## src/rtl/core/ltc_pkg.sv

```systemverilog
// ----------------------------------------------------------------------------
// ltc_pkg: shared types and constants for the lightmap texel combiner
// Payload structures of both streams, lane configuration and fixed widths.
// ----------------------------------------------------------------------------
package ltc_pkg;

    localparam int BYTE_W      = 8;
    localparam int RGB_W       = 24;
    localparam int SCALE_W     = 16;
    localparam int STYLE_W     = 48;
    localparam int NUM_SAMPLES = 4;
    localparam int NUM_CH      = 3;
    localparam int PROD_W      = 24;   // byte times 8.8 scale
    localparam int CH_W        = 18;   // integer part of the largest sum
    localparam int NUM_W       = 26;   // channel times 255
    localparam int QUO_W       = 8;    // normalized byte
    localparam int ADDR_W      = 6;
    localparam int DATA_W      = 64;

    localparam logic [BYTE_W-1:0] FULL_BYTE = 8'd255;
    localparam logic [NUM_W-1:0]  ALPHA_NUM = 26'd65025;   // 255 * 255

    typedef enum logic [2:0] {
        REG_STYLE_COUNT  = 3'd0,
        REG_STAIN_ENABLE = 3'd1,
        REG_MOD_SCALE    = 3'd2,
        REG_STYLE0_SCALE = 3'd3,
        REG_STYLE1_SCALE = 3'd4,
        REG_STYLE2_SCALE = 3'd5,
        REG_STYLE3_SCALE = 3'd6
    } t_reg_idx;

    typedef struct packed {
        logic [RGB_W-1:0] sample0_rgb;
        logic [RGB_W-1:0] sample1_rgb;
        logic [RGB_W-1:0] sample2_rgb;
        logic [RGB_W-1:0] sample3_rgb;
        logic [RGB_W-1:0] stain_rgb;
        logic             last_texel;
    } t_texel;

    typedef struct packed {
        logic [BYTE_W-1:0] out_red;
        logic [BYTE_W-1:0] out_green;
        logic [BYTE_W-1:0] out_blue;
        logic [BYTE_W-1:0] out_alpha;
        logic              block_done;
    } t_result;

    // Lane settings; the user, not the block, keeps them stable while transactions are in flight.
    typedef struct packed {
        logic [NUM_SAMPLES-1:0] style_mask;
        logic                   stain_en;
        logic                   full_bright;
        logic [SCALE_W-1:0]     mod_scale;
    } t_lane_cfg;

    function automatic logic [PROD_W-1:0] mul_8x16(input logic [BYTE_W-1:0] a,
                                                   input logic [SCALE_W-1:0] b);
        return PROD_W'(a) * PROD_W'(b);
    endfunction

endpackage

```

## src/rtl/core/ltc_chan_lane.sv

```systemverilog
// ----------------------------------------------------------------------------
// ltc_chan_lane: light combine for one color channel
// Stage one multiplies each enabled style byte by its scale and the stain byte
// by the modulate scale; stage two sums, stain-limits, truncates or forces 255.
// ----------------------------------------------------------------------------
module ltc_chan_lane #(
    parameter int MAX_STYLES = 4
) (
    input  logic                                              i_clk,
    input  logic                                              i_en_mul,
    input  logic                                              i_en_sum,
    input  ltc_pkg::t_lane_cfg                                i_cfg,
    input  logic [ltc_pkg::NUM_SAMPLES-1:0][ltc_pkg::BYTE_W-1:0]  i_sample,
    input  logic [ltc_pkg::NUM_SAMPLES-1:0][ltc_pkg::SCALE_W-1:0] i_scale,
    input  logic [ltc_pkg::BYTE_W-1:0]                        i_stain,
    output logic [ltc_pkg::CH_W-1:0]                          o_chan
);
    import ltc_pkg::*;

    localparam int SUM_W = PROD_W + $clog2(MAX_STYLES);

    logic [PROD_W-1:0] r_prod [MAX_STYLES];
    logic [PROD_W-1:0] r_lim;
    logic [CH_W-1:0]   r_chan;
    logic [SUM_W-1:0]  w_sum;
    logic [SUM_W-1:0]  w_lim;
    logic [SUM_W-1:0]  w_clamped;

    always_ff @(posedge i_clk) begin
        if (i_en_mul) begin
            for (int s = 0; s < MAX_STYLES; s++) begin
                r_prod[s] <= i_cfg.style_mask[s] ? mul_8x16(i_sample[s], i_scale[s])
                                                 : '0;
            end
            r_lim <= mul_8x16(i_stain, i_cfg.mod_scale);
        end
    end

    always_comb begin
        w_sum = '0;
        for (int s = 0; s < MAX_STYLES; s++) begin
            w_sum = w_sum + SUM_W'(r_prod[s]);
        end
        w_lim     = SUM_W'(r_lim);
        w_clamped = (i_cfg.stain_en && (w_sum > w_lim)) ? w_lim : w_sum;
    end

    always_ff @(posedge i_clk) begin
        if (i_en_sum) begin
            if (i_cfg.full_bright) begin
                r_chan <= CH_W'(FULL_BYTE);
            end else begin
                r_chan <= CH_W'(w_clamped[SUM_W-1:8]);
            end
        end
    end

    assign o_chan = r_chan;

endmodule

```

## config.mk

```make
export PLATFORM = sky130hd
export DESIGN_NAME = ltc_chan_lane
export DESIGN_NICKNAME = d
export VERILOG_FILES = /design/src/rtl/core/ltc_pkg.sv /design/src/rtl/core/ltc_chan_lane.sv
export SDC_FILE = /design/constraint.sdc
export NUM_CORES = 2
export LEC_CHECK = 0
export ABC_AREA = 0
export BUFFER_PORTS_ARGS = -buffer_cell sky130_fd_sc_hd__buf_2
export CAP_MARGIN = 0
export CORE_MARGIN = 1
export CORE_UTILIZATION = 60
export CTS_CLUSTER_DIAMETER = 100
export DETAILED_ROUTE_END_ITERATION = 12
export GPL_ROUTABILITY_DRIVEN = 1
export HOLD_SLACK_MARGIN = 0.15
export PLACE_DENSITY = 0.85
export REMOVE_ABC_BUFFERS = 1
export SLEW_MARGIN = 10
export SYNTH_ARGS = -nofsm -noshare
export SYNTH_HDL_FRONTEND = slang
export SYNTH_SLANG_ARGS = --single-unit
```

## constraint.sdc

```tcl
create_clock -name i_clk -period 10.6 [get_ports i_clk]
set_input_delay 1.06 -clock i_clk [delete_from_list [all_inputs] [get_ports i_clk]]
set_output_delay 1.06 -clock i_clk [all_outputs]
set_load 0.03 [all_outputs]
```

* Word-level counts from Yosys, hierarchy flattened
Memories as Yosys holds them, arrays and structs flattened.
Cells that the tools add are included.
** Storage, ports and cells
- Register bits after elaboration :: 42
- Bits in latches :: 0
- Bits in writable memories :: 96
- ROM bits :: 0
- Output and inout port bits :: 18
- Memories :: 1
** Memories
- r_prod :: words 4, bits a word 24, read ports 4, clocked after Yosys merged registers in 0, wr ports 4, line ltc_chan_lane.sv:22 : logic [PROD_W-1:0] r_prod [MAX_STYLES];
** Operators by class
- Add/subtract/negate cells :: 3
- Multipliers :: 5
- Divide/modulo/power cells :: 0
- Magnitude comparators :: 1
- Equal/unequal tests :: 0
- Shift-type cells :: 0
- Mux-type cells :: 7
- Bitwise logic cells :: 0
- Reduce and logical (&&, ||, !) cells :: 2
** Operators by type and width (number)
- $mul A8 B16 Y24 :: 5
- $mux W24 :: 5
- $add A25 B24 Y26 :: 1
- $add A26 B24 Y26 :: 1
- $gt A26 B24 Y1 :: 1
- $add A24 B24 Y25 :: 1
- $mux W1 :: 2
- $reduce_or A2 Y1 :: 1
- $logic_and A1 B1 Y1 :: 1

* Logic depth before layout (Yosys ltp)
An unclocked memory read counts as a cell.
- Word-level depth :: 7
- Depth in mapped cells :: 27

* Worst setup path after synthesis
OpenSTA, ideal clock, no wires.
- Kind :: input port to flip-flop
- Start :: input port i_sample[2] in the netlist's numbering
- End :: memory r_prod[0][20], data pin
- Data arrival time :: 5.369 ns
- Slack :: 4.975 ns
- Stages :: 16
- Buffers on the path :: 1
- Cells stage by stage :: clkbuf_1 > nand2_1 > fa_1 > fa_1 > fa_1 > fa_1 > inv_1 > ha_1 > a21o_1 > a2111oi_4 > o31ai_2 > a41oi_2 > a21oi_1 > a41o_1 > or3_1 > and3_1
** RTL lines
- start: declaration :: line ltc_chan_lane.sv:13 : input logic [ltc_pkg::NUM_SAMPLES-1:0][ltc_pkg::BYTE_W-1:0] i_sample,
- end: declaration :: line ltc_chan_lane.sv:22

==> insert_results.sql <==
INSERT INTO impl_metrics (metric_group, metric, value, unit) VALUES
('drt', 'drt_iter0_markers', '1540', ''),
('setup_path', 'worst-path-buf-inv', '3', ''),
('setup_path', 'critPathKind', 'flip-flop to flip-flop', ''),
('timing', 'finalMaxSlewViolations', '0', ''),
('die', 'floorplan.initialDensity', '60.86', '%'),
('placement', 'io_buffers', '146', ''),
('die', 'floorplan.die_area', '45810', 'µm²'),
('finish', 'nets', '3829', ''),
('hold_path', 'class_of_the_tightest_hold_or_removal_check', 'flip-flop to flip-flop', ''),
('synth', 'synthTopCellsByArea', 'sky130_fd_sc_hd__fa_1, sky130_fd_sc_hd__edfxtp_1, sky130_fd_sc_hd__ha_1', ''),
('clock_network', 'clkLatencyLatePin', '0.44', 'ns'),
('synth', 'synth_top_cell_area_share', '34.73', '%'),
('synth', 'yosys_register_bits', '138', ''),
('synth', 'yosysSeqAreaShare', '15.36', '%'),
('timing', 'finalSetupViolCount', '0', ''),
('synth', 'synth_edf_count', '138', ''),
('setup_path', 'worstReg2RegStart', 'r_prod[0][0]$_SDFFCE_PN0P_', ''),
('die', 'number_of_placed_i_o_pins', '147', ''),
('die', 'core.rowCount', '77', ''),
('setup_path', 'crit_arrival', '6.62', 'ns'),
('synth', 'ys.warnings.count', '0', ''),
('setup_path', 'critPathCaptureType', 'flip-flop', ''),
('status', 'status', 'finished clean', ''),
('finish', 'final_common_cell', 'sky130_fd_sc_hd__inv_1', ''),
('synth', 'syn-mean-instance-area', '9.444', 'µm²'),
('global_routing', 'grt_antenna_before_repair', '2', ''),
('setup_path', 'critPathMaxFanout', '12', ''),
('global_routing', 'grt_start_max_net_pins', '72', ''),
('clock_network', 'cts-root-buf', 'sky130_fd_sc_hd__clkbuf_16', ''),
('placement', 'final_hpwl_dp', '50510', 'µm'),
('clock_network', 'holdBufCountCts', '0', ''),
('timing', 'post-route-min-period', '6.451', 'ns'),
('drt', 'routed_wire_length_per_instance', '17.11', 'µm'),
('clock_network', 'tritoncts', 'done', ''),
('setup_path', 'path_delay_family', 'compound AO/OA/AOI/OAI gates', ''),
('finish', 'final_layout_size_suffix_gt1_share', '7.092', '%'),
('timing', 'setup-tns-final', '0', 'ns'),
('die', 'design.core.area', '44320', 'µm²'),
('setup_path', 'worstPathRequired', '10.77', 'ns'),
('die', 'die_height', '214.0', 'µm'),
('clock_network', 'cts.repair.resized', '0', ''),
('drt', 'drt_wl_total', '61070', 'µm'),
('global_routing', 'wire_length_of_the_first_global_routing_pass', '104900', 'µm'),
('timing', 'worstMarginPinSlew', '0.9692', 'ns'),
('timing', 'rsz0062_at_grt', 'false', ''),
('clock_network', 'htree_levels', '4', ''),
('setup_path', 'crit_slowest_cell', 'sky130_fd_sc_hd__fa_1', ''),
('placement', 'gpl_wtd_cong', '0.9130', ''),
('synth', 'ys.flop_type', 'sky130_fd_sc_hd__edfxtp_1', ''),
('synth', 'asyncSetResetFlopFracSynth', '0', '%'),
('timing', 'max_slew_margin', '35.39', '%'),
('synth', 'synth_top_cell_by_area', 'sky130_fd_sc_hd__fa_1', ''),
('drt', 'detail_route.vias_per_cell', '5.693', ''),
('synth', 'synth.lib_cells_used.distinct', '77', ''),
('die', 'die_x', '214.0', 'µm'),
('setup_path', 'worst_setup_path_start_kind', 'flip-flop', ''),
('synth', 'synthesis.area', '26970', 'µm²'),
('clock_network', 'clkTransAtPathRegs', '0.06', 'ns'),
('timing', 'highest_clock_rate', '155.0', 'MHz'),
('synth', 'number_of_instances_in_the_synthesized_netlist', '2856', ''),
('global_routing', 'first_global_vias', '21993', ''),
('global_routing', 'groute.usage.overall', '28.03', '%'),
('drt', 'antenna_violating_nets_post_route', '0', ''),
('timing', 'hold_viol', '0', ''),
('drt', 'drc_violations_left', '0', ''),
('timing', 'fin_worst_skew', '0.009538', 'ns'),
('hold_path', 'timing.hold.worst.start', 'r_lim[18]$_DFFE_PP_', ''),
('clock_network', 'clock_sink_count', '138', ''),
('drt', 'via_count', '20325', ''),
('finish', 'final_cell_mix', 'sky130_fd_sc_hd__inv_1, sky130_fd_sc_hd__fa_1, sky130_fd_sc_hd__nand2_1, sky130_fd_sc_hd__and2_1, sky130_fd_sc_hd__ha_1', ''),
('clock_network', 'cts_buffers', '17', ''),
('flow_run', 'timing.max_cap.violations', '0', ''),
('drt', 'number_of_optimization_iterations_in_the_first_detailed_route_pass', '8', ''),
('timing', 'period_utilisation_layout', '60.86', '%'),
('finish', 'synthToLayoutAreaGrowth', '6.870', '%'),
('global_routing', 'gr_overflow_total', '0', ''),
('clock_network', 'cts_buffer_depth', '2', ''),
('setup_path', 'cpPeakStageDelay', '0.50', 'ns'),
('clock_network', 'postCtsSetupBuffers', '0', ''),
('setup_path', 'critPathLaunch', 'r_prod[0][0]$_SDFFCE_PN0P_', '');
-- routing by layer --
layer	wire, µm	part of all wire, %	up-vias	track usage, %
met5	0	0	-	0
met4	1915	3.1	0	9.784
met3	3807	6.2	164	3.248
met2	31340	51	829	49.52
met1	24000	39	10100	35.63
li1	-	-	9232	-
-- stage by stage --
stage	util, %	std cells	cell area, µm²	setup WS (ns)	hold WS (ns)
after floorplan	-	2797	26730	4.981	0.5908
after global placement	63.66	3536	28210	4.564	0.6561
after detailed placement	63.66	3536	28210	4.400	0.6693
after CTS	65.03	3567	28820	4.316	0.6954
after global routing	65.04	3569	28820	3.872	0.7103
final	65.05	3570	28830	4.149	0.7030
-- state kept, by name, indices dropped and copies added, names as in the netlist --
register  cells
r_prod       96
r_lim        24
o_chan       18
-- synth_stat cells (all sizes together), types with 3 or more instances --
cell,instances
o211a,3
and3,25
a211oi,21
nor2,74
edfxtp,138
o41ai,5
fa,468
ha,269
a21o,32
o21ai,63
or3,19
o21bai,4
xnor2,54
a31oi,9
o311ai,7
xor2,27
o21a,18
a21oi,85
nand2,412
and3b,5
nand4,5
and2,327
nor3b,8
clkbuf,55
a21boi,11
a211o,8
nand2b,12
o211ai,4
buf,4
nand3,30
o31ai,9
inv,545
nor3,36
nor2b,25
o31a,3
a2111oi,5
or2,5
-- worst min-delay path, cell delays in order (launching register included) --
cell and delay (ns):
sky130_fd_sc_hd__edfxtp_1 0.38, sky130_fd_sc_hd__nand3_1 0.08, sky130_fd_sc_hd__a21oi_1 0.13
-- path summary, 6_finish.rpt --
kind,end,slack (ns),depth (start not counted)
setup / recovery,o_chan[0]$_SDFFCE_PP1P_,4.15,26
hold / removal,o_chan[10]$_SDFFCE_PP0P_,0.70,2
setup reg to reg,o_chan[0]$_SDFFCE_PP1P_,4.15,26
hold reg to reg,o_chan[10]$_SDFFCE_PP0P_,0.70,2
-- final cells by class --
type,instances,area (µm²)
multi-input combinational,2113,20540
clock buffer,17,425.4
antenna,3,7.507
tap,592,740.7
inverter,546,2049
sequential,138,4144
timing repair buffer,147,740.7
fill,3356,15490
clock inverter,14,182.7
-- logic make-up after synthesis --
kind of cell    synth area share, %
fa+ha+maj                     47.21
mux                         0.07422
compound gates                8.011
simple gates                  18.21
flops                         15.36
buf+inv                       8.503
xor+xnor                      2.630
Power is left out: the tool's default activity adds up to more than one toggle a clock period on the data nets, which glitch-free logic cannot reach.
