--- src/rtl/core/ltc_pkg.sv ---
// ----------------------------------------------------------------------------
// ltc_pkg: shared types and constants for the lightmap texel combiner
// Payload structures of both streams, lane configuration and fixed widths.
// ----------------------------------------------------------------------------
package ltc_pkg;

    localparam int BYTE_W      = 8;
    localparam int RGB_W       = 24;
    localparam int SCALE_W     = 16;
    localparam int STYLE_W     = 48;
    localparam int NUM_SAMPLES = 4;
    localparam int NUM_CH      = 3;
    localparam int PROD_W      = 24;   // byte times 8.8 scale
    localparam int CH_W        = 18;   // integer part of the largest sum
    localparam int NUM_W       = 26;   // channel times 255
    localparam int QUO_W       = 8;    // normalized byte
    localparam int ADDR_W      = 6;
    localparam int DATA_W      = 64;

    localparam logic [BYTE_W-1:0] FULL_BYTE = 8'd255;
    localparam logic [NUM_W-1:0]  ALPHA_NUM = 26'd65025;   // 255 * 255

    typedef enum logic [2:0] {
        REG_STYLE_COUNT  = 3'd0,
        REG_STAIN_ENABLE = 3'd1,
        REG_MOD_SCALE    = 3'd2,
        REG_STYLE0_SCALE = 3'd3,
        REG_STYLE1_SCALE = 3'd4,
        REG_STYLE2_SCALE = 3'd5,
        REG_STYLE3_SCALE = 3'd6
    } t_reg_idx;

    typedef struct packed {
        logic [RGB_W-1:0] sample0_rgb;
        logic [RGB_W-1:0] sample1_rgb;
        logic [RGB_W-1:0] sample2_rgb;
        logic [RGB_W-1:0] sample3_rgb;
        logic [RGB_W-1:0] stain_rgb;
        logic             last_texel;
    } t_texel;

    typedef struct packed {
        logic [BYTE_W-1:0] out_red;
        logic [BYTE_W-1:0] out_green;
        logic [BYTE_W-1:0] out_blue;
        logic [BYTE_W-1:0] out_alpha;
        logic              block_done;
    } t_result;

    // Lane settings; the user, not the block, keeps them stable while transactions are in flight.
    typedef struct packed {
        logic [NUM_SAMPLES-1:0] style_mask;
        logic                   stain_en;
        logic                   full_bright;
        logic [SCALE_W-1:0]     mod_scale;
    } t_lane_cfg;

    function automatic logic [PROD_W-1:0] mul_8x16(input logic [BYTE_W-1:0] a,
                                                   input logic [SCALE_W-1:0] b);
        return PROD_W'(a) * PROD_W'(b);
    endfunction

endpackage

--- src/rtl/core/ltc_div_lane.sv ---
// ----------------------------------------------------------------------------
// ltc_div_lane: pipelined restoring divider for one output byte
// One quotient bit per stage, most significant first. The quotient of a
// normalized channel always fits in a byte because the dividend is below
// 256 times the divisor. Without normalization the bypass byte is passed on.
// ----------------------------------------------------------------------------
module ltc_div_lane (
    input  logic                         i_clk,
    input  logic [ltc_pkg::QUO_W-1:0]    i_en,
    input  logic [ltc_pkg::NUM_W-1:0]    i_num,
    input  logic [ltc_pkg::CH_W-1:0]     i_den,
    input  logic                         i_norm,
    input  logic [ltc_pkg::BYTE_W-1:0]   i_byp,
    output logic [ltc_pkg::BYTE_W-1:0]   o_byte
);
    import ltc_pkg::*;

    logic [NUM_W-1:0]  r_rem  [QUO_W];
    logic [QUO_W-1:0]  r_quo  [QUO_W];
    logic [CH_W-1:0]   r_den  [QUO_W];
    logic              r_norm [QUO_W];
    logic [BYTE_W-1:0] r_byp  [QUO_W];

    for (genvar k = 0; k < QUO_W; k++) begin : g_stage
        logic [NUM_W-1:0] w_rem_in;
        logic [QUO_W-1:0] w_quo_in;
        logic [CH_W-1:0]  w_den_in;
        logic             w_norm_in;
        logic [BYTE_W-1:0] w_byp_in;
        logic [NUM_W-1:0] w_trial;
        logic             w_ge;

        if (k == 0) begin : g_first
            assign w_rem_in  = i_num;
            assign w_quo_in  = '0;
            assign w_den_in  = i_den;
            assign w_norm_in = i_norm;
            assign w_byp_in  = i_byp;
        end else begin : g_next
            assign w_rem_in  = r_rem[k-1];
            assign w_quo_in  = r_quo[k-1];
            assign w_den_in  = r_den[k-1];
            assign w_norm_in = r_norm[k-1];
            assign w_byp_in  = r_byp[k-1];
        end

        assign w_trial = NUM_W'(w_den_in) << (QUO_W - 1 - k);
        assign w_ge    = (w_rem_in >= w_trial);

        always_ff @(posedge i_clk) begin
            if (i_en[k]) begin
                r_rem[k]  <= w_ge ? (w_rem_in - w_trial) : w_rem_in;
                r_quo[k]  <= {w_quo_in[QUO_W-2:0], w_ge};
                r_den[k]  <= w_den_in;
                r_norm[k] <= w_norm_in;
                r_byp[k]  <= w_byp_in;
            end
        end
    end

    assign o_byte = r_norm[QUO_W-1] ? r_quo[QUO_W-1] : r_byp[QUO_W-1];

endmodule

--- config.mk ---
export PLATFORM = sky130hd
export DESIGN_NAME = ltc_div_lane
export DESIGN_NICKNAME = d
export VERILOG_FILES = /design/src/rtl/core/ltc_pkg.sv /design/src/rtl/core/ltc_div_lane.sv
export SDC_FILE = /design/constraint.sdc
export NUM_CORES = 1
export LEC_CHECK = 0
export ABC_AREA = 1
export BUFFER_PORTS_ARGS = -buffer_cell sky130_fd_sc_hd__buf_2
export CORE_UTILIZATION = 61
export DETAILED_ROUTE_END_ITERATION = 6
export GPL_TIMING_DRIVEN = 0
export PLACE_DENSITY_LB_ADDON = 0.12
export SLEW_MARGIN = 20
export SYNTH_ARGS = -nofsm -noshare
export SYNTH_HDL_FRONTEND = slang
export SYNTH_SLANG_ARGS = --single-unit
export TNS_END_PERCENT = 5
--- constraint.sdc ---
create_clock -name i_clk -period 2.7 [get_ports i_clk]
set_input_delay 0.405 -clock i_clk [delete_from_list [all_inputs] [get_ports i_clk]]
set_output_delay 0.405 -clock i_clk [all_outputs]
set_load 0.03 [all_outputs]
Word level (Yosys, flattened, before mapping)
Memories as Yosys holds them, arrays and structs flattened.
Cells that the tools add are included.

word-level totals
  register bits after elaboration = 0
  memories = 5
  output and inout port bits = 8
  memory bits (writable) = 488
  logic and storage cells = 46
  input bits = 62

memory list
  memory  words  width  read ports  clocked after Yosys merged registers in  wr ports  line                text
  r_rem   8      26     7           0                                        8         ltc_div_lane.sv:18  logic [NUM_W-1:0] r_rem [QUO_W];
  r_den   8      18     7           0                                        8         ltc_div_lane.sv:20  logic [CH_W-1:0] r_den [QUO_W];
  r_byp   8      8      8           0                                        8         ltc_div_lane.sv:22  logic [BYTE_W-1:0] r_byp [QUO_W];
  r_quo   8      8      8           0                                        8         ltc_div_lane.sv:19  logic [QUO_W-1:0] r_quo [QUO_W];
  r_norm  8      1      8           0                                        8         ltc_div_lane.sv:21  logic r_norm [QUO_W];

operators by class
  $lt $le $gt $ge = 8
  muxes and demuxes = 25
  $add $sub $neg = 8

operators with widths
  cell              count
  $mux W26          8
  $ge A26 B18 Y1    1
  $ge A26 B19 Y1    1
  $ge A26 B20 Y1    1
  $ge A26 B21 Y1    1
  $ge A26 B22 Y1    1
  $ge A26 B23 Y1    1
  $ge A26 B24 Y1    1
  $ge A26 B25 Y1    1
  $sub A26 B18 Y26  1
  $sub A26 B19 Y26  1
  $sub A26 B20 Y26  1
  $sub A26 B21 Y26  1
  $sub A26 B22 Y26  1
  $sub A26 B23 Y26  1
  $sub A26 B24 Y26  1
  $sub A26 B25 Y26  1
  $mux W1           16
  $mux W8           1

Logic depth before layout (Yosys ltp)
Gate-level depths: netlist (run 1).
An unclocked memory read counts as a cell.

  word-level depth = 3
  gate-level depth with buffers = 14
  mapped depth without buffers = 14

Worst setup path after synthesis (run 1)
OpenSTA, ideal clock, no wires.

  path type = reg2reg
  start = memory r_rem[0][6]
  end = memory r_rem[1][25] (data pin)
  clock period less this slack = 2.055 ns
  setup time = 0.256 ns
  setup slack = 0.645 ns
  cell stages (with the launch flop) = 12
  arrival = 1.799 ns
  required time = 2.444 ns
  cells stage by stage = edfxtp_1 inv_1 ha_1 inv_1 fa_1 a21oi_2 inv_1 nand3_1 nand4_2 inv_2 buf_6 a21oi_1

RTL lines
  item         line
  from (decl)  ltc_div_lane.sv:18

==> results of run 1 <==
critical path, delay by kind of cell, from the launching register on:
family,cells,cell delay [ns]
adders and majority gates,2,0.54
DFF,1,0.40
and+or+nand+nor,8,0.97
buffers and inverters,3,0.44
kinds of logic after synthesis:
| group | after synthesis | share of synthesized area (%) |
|---|---|---|
| flip-flops | 416 | 48.9 |
| adder cells (fa/ha/maj) | 151 | 7.60 |
| XOR/XNOR | 63 | 2.16 |
| multiplexers | 8 | 0.353 |
| AND/OR/NAND/NOR | 1737 | 28.1 |
| AO/OA/AOI/OAI | 133 | 3.11 |
| buffers and inverters | 618 | 9.71 |
cell usage after synthesis (all sizes together):
| cell | n | share of area, % |
|---|---|---|
| edfxtp | 416 | 49 |
| xor2 | 59 | 2.0 |
| ha | 144 | 7.1 |
| nor3 | 20 | 0.43 |
| buf | 25 | 0.98 |
| and2 | 8 | 0.21 |
| nor4 | 3 | 0.073 |
| nand2 | 1214 | 18 |
| a21oi | 104 | 2.4 |
| fa | 7 | 0.55 |
| mux2 | 8 | 0.35 |
| o2111ai | 1 | 0.034 |
| nand3 | 185 | 3.7 |
| a211oi | 1 | 0.029 |
| o21ai | 20 | 0.39 |
| inv | 592 | 8.7 |
| o211ai | 1 | 0.029 |
| clkbuf | 1 | 0.015 |
| o21bai | 6 | 0.18 |
| xnor2 | 4 | 0.14 |
| nand3b | 33 | 0.97 |
| or2 | 5 | 0.12 |
| nand4 | 38 | 1.0 |
| nor2 | 231 | 3.6 |
sequential cells by signal (all words and copies together), names as in the netlist:
name    flops
r_byp      64
r_norm      8
r_quo      36
r_den     126
r_rem     182
layout make-up:
cell class                 instances  area (um2)  share of cell area (%)
buffer                            26         254                   0.903
clock buffer                      51        1110                    3.93
clock inverter                    22         254                   0.903
inverter                         592        2230                    7.92
multi-input combinational       2092       10600                    37.6
sequential                       416       12500                    44.4
tap                              532         666                    2.37
timing repair buffer              88         553                    1.97
routing by layer:
metal / GRT usage [%] / wire, um / vias up
li1: - / - / 10200
met1: 43.7 / 28600 / 9529
met2: 54.5 / 32800 / 885
met3: 4.03 / 5220 / 139
met4: 12.4 / 2540 / 0
met5: 0 / 0 / -
what timing repair did:
action / 4_1_cts / 5_1_grt
endpoints found under the setup margin: 0 / 15
hold endpoints to repair: 19 / 0
gates resized for setup: 0 / 1
hold buffers: 19 / 0
how the worst min path moves through the flow:
stage / slack (ns) / end / startpoint / depth (start not counted)
2_1_floorplan: 0.40 / r_byp[0][10] / r_byp[0][2] / 0
3_3_place_gp: 0.40 / r_byp[1][31] / r_byp[1][23] / 0
3_5_place_dp: 0.40 / r_byp[1][13] / r_byp[1][5] / 0
4_1_cts: 0.003 / r_den[0][16] / i_den[16] / 1
5_1_grt: 0.006 / r_den[0][16] / i_den[16] / 1
6_report: 0.02 / r_rem[0][6] / i_num[6] / 1
placed cells by master, fill, tap and decap left out, drive strengths merged, types with 20 or more instances in the layout:
cell type,count
xor2,59
nand4,38
edfxtp,416
nand2,1214
ha,144
nor3,20
nor2,231
inv,596
nand3b,33
a21oi,104
clkbuf,52
o21ai,20
buf,94
nand3,185
report_power, final:
group	total, mW	internal [mW]	switching, mW	leakage (nW)
logic	10.1	3.32	6.78	8.98
registers	9.58	8.71	0.864	4.04
clock network	5.83	3.26	2.57	0.658
total	25.5	15.3	10.2	13.7
stage by stage:
step / instances / instance area, um2 / total power, mW / hold slack, ns / utilization [%]
floorplan: 3126 / 25500 / 16.4 / 0.400 / -
global placement: 3727 / 26600 / 19.2 / 0.401 / 64.7
detailed placement: 3727 / 26600 / 19.5 / 0.405 / 64.8
CTS: 3819 / 28100 / 25.3 / 0.00347 / 68.5
global route: 3819 / 28100 / 27.1 / 0.00638 / 68.6
finish: 3819 / 28100 / 25.5 / 0.0226 / 68.6
==> reports/metrics.yaml, run 1 <==
synth.avg_cell_area_um2: 8.17
hold_class: "input port to flip-flop"
grt_overflow: 0
wl_mm: 69.1
setup_tns_ns: 0
crit_top_cell: "nand2_1"
post-dp-hpwl_mm: 54.2
remaining_drc_errors: 1
place_worst_setup_slack_ns: 0.0246
syn_nets: 3339
grt_antenna_before_repair: 0
vias_per_cell: 5.43
cts-root-buf: "clkbuf_16"
synth-seq-cells: 416
gp_congestion: 0.990
crit_arrival_ns: 2.93
post_cts_buffers: 0
cts_tree: "yes"
cp_max_fo: 10
fp.dieW_um: 207
grt_max_degree: 61
h-tree-depth: 2
n_antenna_cell: 0
dr.pass1.iters: 7
port_buffers: 69
core_mm2: 0.0410
final_hold_viol_count: 0
fp-row-count: 74
ir_worst_vdd_uv: 650
maxCapViolCount: 0
drv_slew: 0
ff2ff_path_depth: 13
critical_path.slowest_cell: "edfxtp_1"
slowest_delay_ns: 0.40
min_period_ns: 2.63
fin_crit_sh_pct: 97.4
worstSetupPathType: "flip-flop to flip-flop"
r2r-start: "r_rem[4][2]"
drive_above_1_share_pct: 7.45
powerDensity_mw_per_mm2: 907
grt_pass1_wl_mm: 104
die_area_mm2: 0.0427
maxSlewHeadroom_pct: 43.4
drtIter0Drc: 2121
final_antenna_net_count: 0
rsz0062_at_grt: "true"
setup_slack_ns: 0.0702
r2r-end: "r_rem[5][17]"
vias: 20700
status: "finished with violations"
fmax_ghz: 0.380
initial_core_util_pct: 62.3
clk-insertion-delay-late_ns: 0.59
reg2reg_slack_ns: 0.07
critPathLaunch: "r_rem[4][2]"
io_pins: 70
cts_buffer_depth: 3
syn2layout_area_growth_pct: 10.1
skew_ns: 0.0369
path_cells: "inv_1, ha_1, inv_1, fa_1, nand2_1, nand2_1, nand3_1, nand2_2, nand2_1, nand4_2, buf_4, nand3_1, nand2_1"
dieHeight_um: 207
yosysSeqAreaShare_pct: 48.9
grtUsageTotal_pct: 32.7
start_kind: "flip-flop"
wire_per_inst_um: 18.1
setup_viol: 0
syn_area_mm2: 0.0255
worstPathRequired_ns: 3.00
critPathCapture: "r_rem[5][17]"
p_leak_nw: 13.7
nets: 3472
synthCells: 3126
yosys_warnings: 0
clk_pin_slew_ns: 0.07
end_kind: "flip-flop"
cts.sinks: 416
grt_pass1_vias: 19200
cts_inserted_buffers: 43
n_fill_cell: 3247
failed_checks: "DRC"
yosysUniqueCellTypes: 40
tightest_slew_ns: 0.842
(Power assumes the default switching activity.)
==> inputs of run 2 (changes only) <==
--- a/config.mk
+++ b/config.mk
@@ -11,6 +11,7 @@
 export DETAILED_ROUTE_END_ITERATION = 6
 export GPL_TIMING_DRIVEN = 0
 export PLACE_DENSITY_LB_ADDON = 0.12
+export SETUP_SLACK_MARGIN = 0.1
 export SLEW_MARGIN = 20
 export SYNTH_ARGS = -nofsm -noshare
 export SYNTH_HDL_FRONTEND = slang
==> run 2 against run 1 <==
The run still ends with DRC left. Cell count barely moved. Fmax is 3.4% higher. Combinational power hardly changed. Via count about the same. Wire length up 0.12%. Global-route usage about the same. Register-to-register slack better by 0.09 ns. Hold slack worse by 0.00077 ns. Clock skew about the same. Cell area is 0.21% higher. Clock-buffer cell count did not move. Critical endpoint is now r_rem[5][13]. Largest cell class unchanged.
==> reports/metrics.yaml, run 2 (synthesis results as in run 1) <==
die_area_mm2: 0.0427  # unchanged
remaining_drc_errors: 2  # +1
critPathCapture: "r_rem[5][13]"
cts-root-buf: "clkbuf_16"
cts_buffer_depth: 3  # unchanged
final_antenna_net_count: 0  # unchanged
regArea_mm2: 0.0125  # unchanged
ff2ff_path_depth: 13  # unchanged
largest_reg_flops: 182  # unchanged
critical_path.slowest_cell: "edfxtp_1"
skew_ns: 0.0365  # -0.000466 ns
final_cell_mix: "nand2_1, inv_1, edfxtp_1"
drtIter0Drc: 2155  # +1.6%
cts_inserted_buffers: 43  # unchanged
reg_top3: "r_rem x182, r_den x126, r_byp x64"
design_area_mm2: 0.0282  # +0.21%
post_dp_cell_area_mm2: 0.0266  # unchanged
slowest_delay_ns: 0.40  # about the same
n_antenna_cell: 0  # unchanged
r2r-end: "r_rem[5][13]"
dr.pass1.iters: 7  # unchanged
initial_core_util_pct: 62.3  # unchanged
status: "finished with violations"
path_buf_inv: 3  # unchanged
reg2reg_slack_ns: 0.16  # +0.09 ns
worstSetupPathType: "flip-flop to flip-flop"
wire_per_inst_um: 18.1  # about the same
crit_top_cell: "nand2_1"
min_period_ns: 2.54  # -0.0866 ns
setup_viol: 0  # unchanged
final_hold_viol_count: 0  # unchanged
tightest_slew_ns: 0.843  # +0.00118 ns
design_power_total_mw: 25.5  # +0.12%
dieHeight_um: 207  # unchanged
h-tree-depth: 2  # unchanged
clk-insertion-delay-late_ns: 0.59  # about the same
core_mm2: 0.0410  # unchanged
multi_input_area_mm2: 0.0106  # +0.28%
cp_num_cells: 13  # unchanged
fmax_ghz: 0.393  # +3.4%
port_buffers: 69  # unchanged
path_cells: "inv_1, ha_1, inv_1, fa_1, nand2_1, nand2_1, nand3_1, nand2_2, nand2_2, nand4_4, buf_6, nand3_1, nand2_1"
rsz0062_at_grt: "true"
grt_antenna_before_repair: 0  # unchanged
crit_arrival_ns: 2.84  # -0.09 ns
syn2layout_area_growth_pct: 10.3
fp.dieW_um: 207  # unchanged
grt_pass1_vias: 19200  # +0.099%
ir_worst_vdd_uv: 650  # about the same
post-dp-hpwl_mm: 54.2  # unchanged
start_kind: "flip-flop"
final_common_cell: "nand2_1"
grtUsageTotal_pct: 32.7  # about the same
clk_pin_slew_ns: 0.06  # about the same
powerDensity_mw_per_mm2: 906  # about the same
hold_class: "input port to flip-flop"
gp_congestion: 0.990  # unchanged
wl_mm: 69.2  # +0.12%
n_fill_cell: 3240  # -0.22%
place_inst: 3727  # unchanged
vias_per_cell: 5.42  # about the same
critPathLaunch: "r_rem[4][2]"
drive_above_1_share_pct: 7.66  # +0.21 points
regMostFlops: "r_rem"
vias: 20700  # +0.0048%
grt_overflow: 0  # unchanged
worstPathRequired_ns: 3.00  # about the same
failed_checks: "DRC"
maxCapViolCount: 0  # unchanged
drv_slew: 0  # unchanged
io_pins: 70  # unchanged
end_kind: "flip-flop"
fp-row-count: 74  # unchanged
grt_max_degree: 61  # unchanged
grt_pass1_wl_mm: 104  # about the same
maxSlewHeadroom_pct: 43.3  # -0.080 points
r2r-start: "r_rem[4][2]"
p_leak_nw: 13.7  # +0.14%
cts.sinks: 416  # unchanged
nets: 3474  # +0.058%
setup_tns_ns: 0  # unchanged
cts_tree: "yes"
fin_crit_sh_pct: 94.2  # -3.2 points
finalNonFillerCells: 3821  # +0.052%
cp_max_fo: 10  # unchanged
crit_family: "simple AND/OR/NAND/NOR gates"
run 2: cell count changes in the layout (fill, tap and decap cells not counted), sizes merged:
cell,previous run,this run
buf,94,96
run 2: worst reg2reg max path: cells and delay by family (launching register included):
family / cells / cell delay, ns
DFF: 1 / 0.40
adders and majority gates: 2 / 0.54
buffers and inverters: 3 / 0.40
and+or+nand+nor: 8 / 0.92
run 2: what timing repair did:
action,CTS,global route
resized for setup,2,11
buffers inserted,2,0
hold buffers,19,0
hold endpoints to repair,19,0
setup endpoints to repair,6,34
run 2: layer usage:
metal  global-route usage (%)  wire [um]  up-vias
li1                         -          -    10200
met1                     43.6      28700     9536
met2                     54.5      32800      875
met3                     4.03       5140      139
met4                     12.4       2490        0
met5                        0          0        -
run 2: worst min path at each step:
stage                      start           end  depth (start not counted)  slack, ns
finish                  i_num[6]   r_rem[0][6]                          1       0.02
global route           i_den[16]  r_den[0][16]                          1      0.006
CTS                    i_den[16]  r_den[0][16]                          1      0.003
detailed placement   r_byp[1][5]  r_byp[1][13]                          0       0.40
global placement    r_byp[1][23]  r_byp[1][31]                          0       0.40
floorplan            r_byp[0][2]  r_byp[0][10]                          0       0.40
run 2: where the power goes:
part,switching (mW),internal [mW]
sequential,0.866,8.72
combinational,6.80,3.33
clock,2.56,3.26
total,10.2,15.3
run 2: area by class of cell:
cell class                      count  share of cell area, %
Clock inverter                     22                  0.901
Clock buffer                       51                   3.93
Buffer                             26                  0.941
Inverter                          592                   7.91
Tap cell                          532                   2.36
Multi-Input combinational cell   2092                   37.6
Timing Repair Buffer               90                   2.02
Sequential cell                   416                   44.3
run 2: stage by stage:
stage | util (%) | worst slack [ns] | hold WS, ns
final | 68.7 | 0.157 | 0.0219
after global routing | 68.7 | 0.0665 | 0.00638
after CTS | 68.6 | 0.133 | 0.00347
after detailed placement | 64.8 | 0.0246 | 0.405
after global placement | 64.7 | 0.0731 | 0.401
after floorplan | - | 0.645 | 0.400
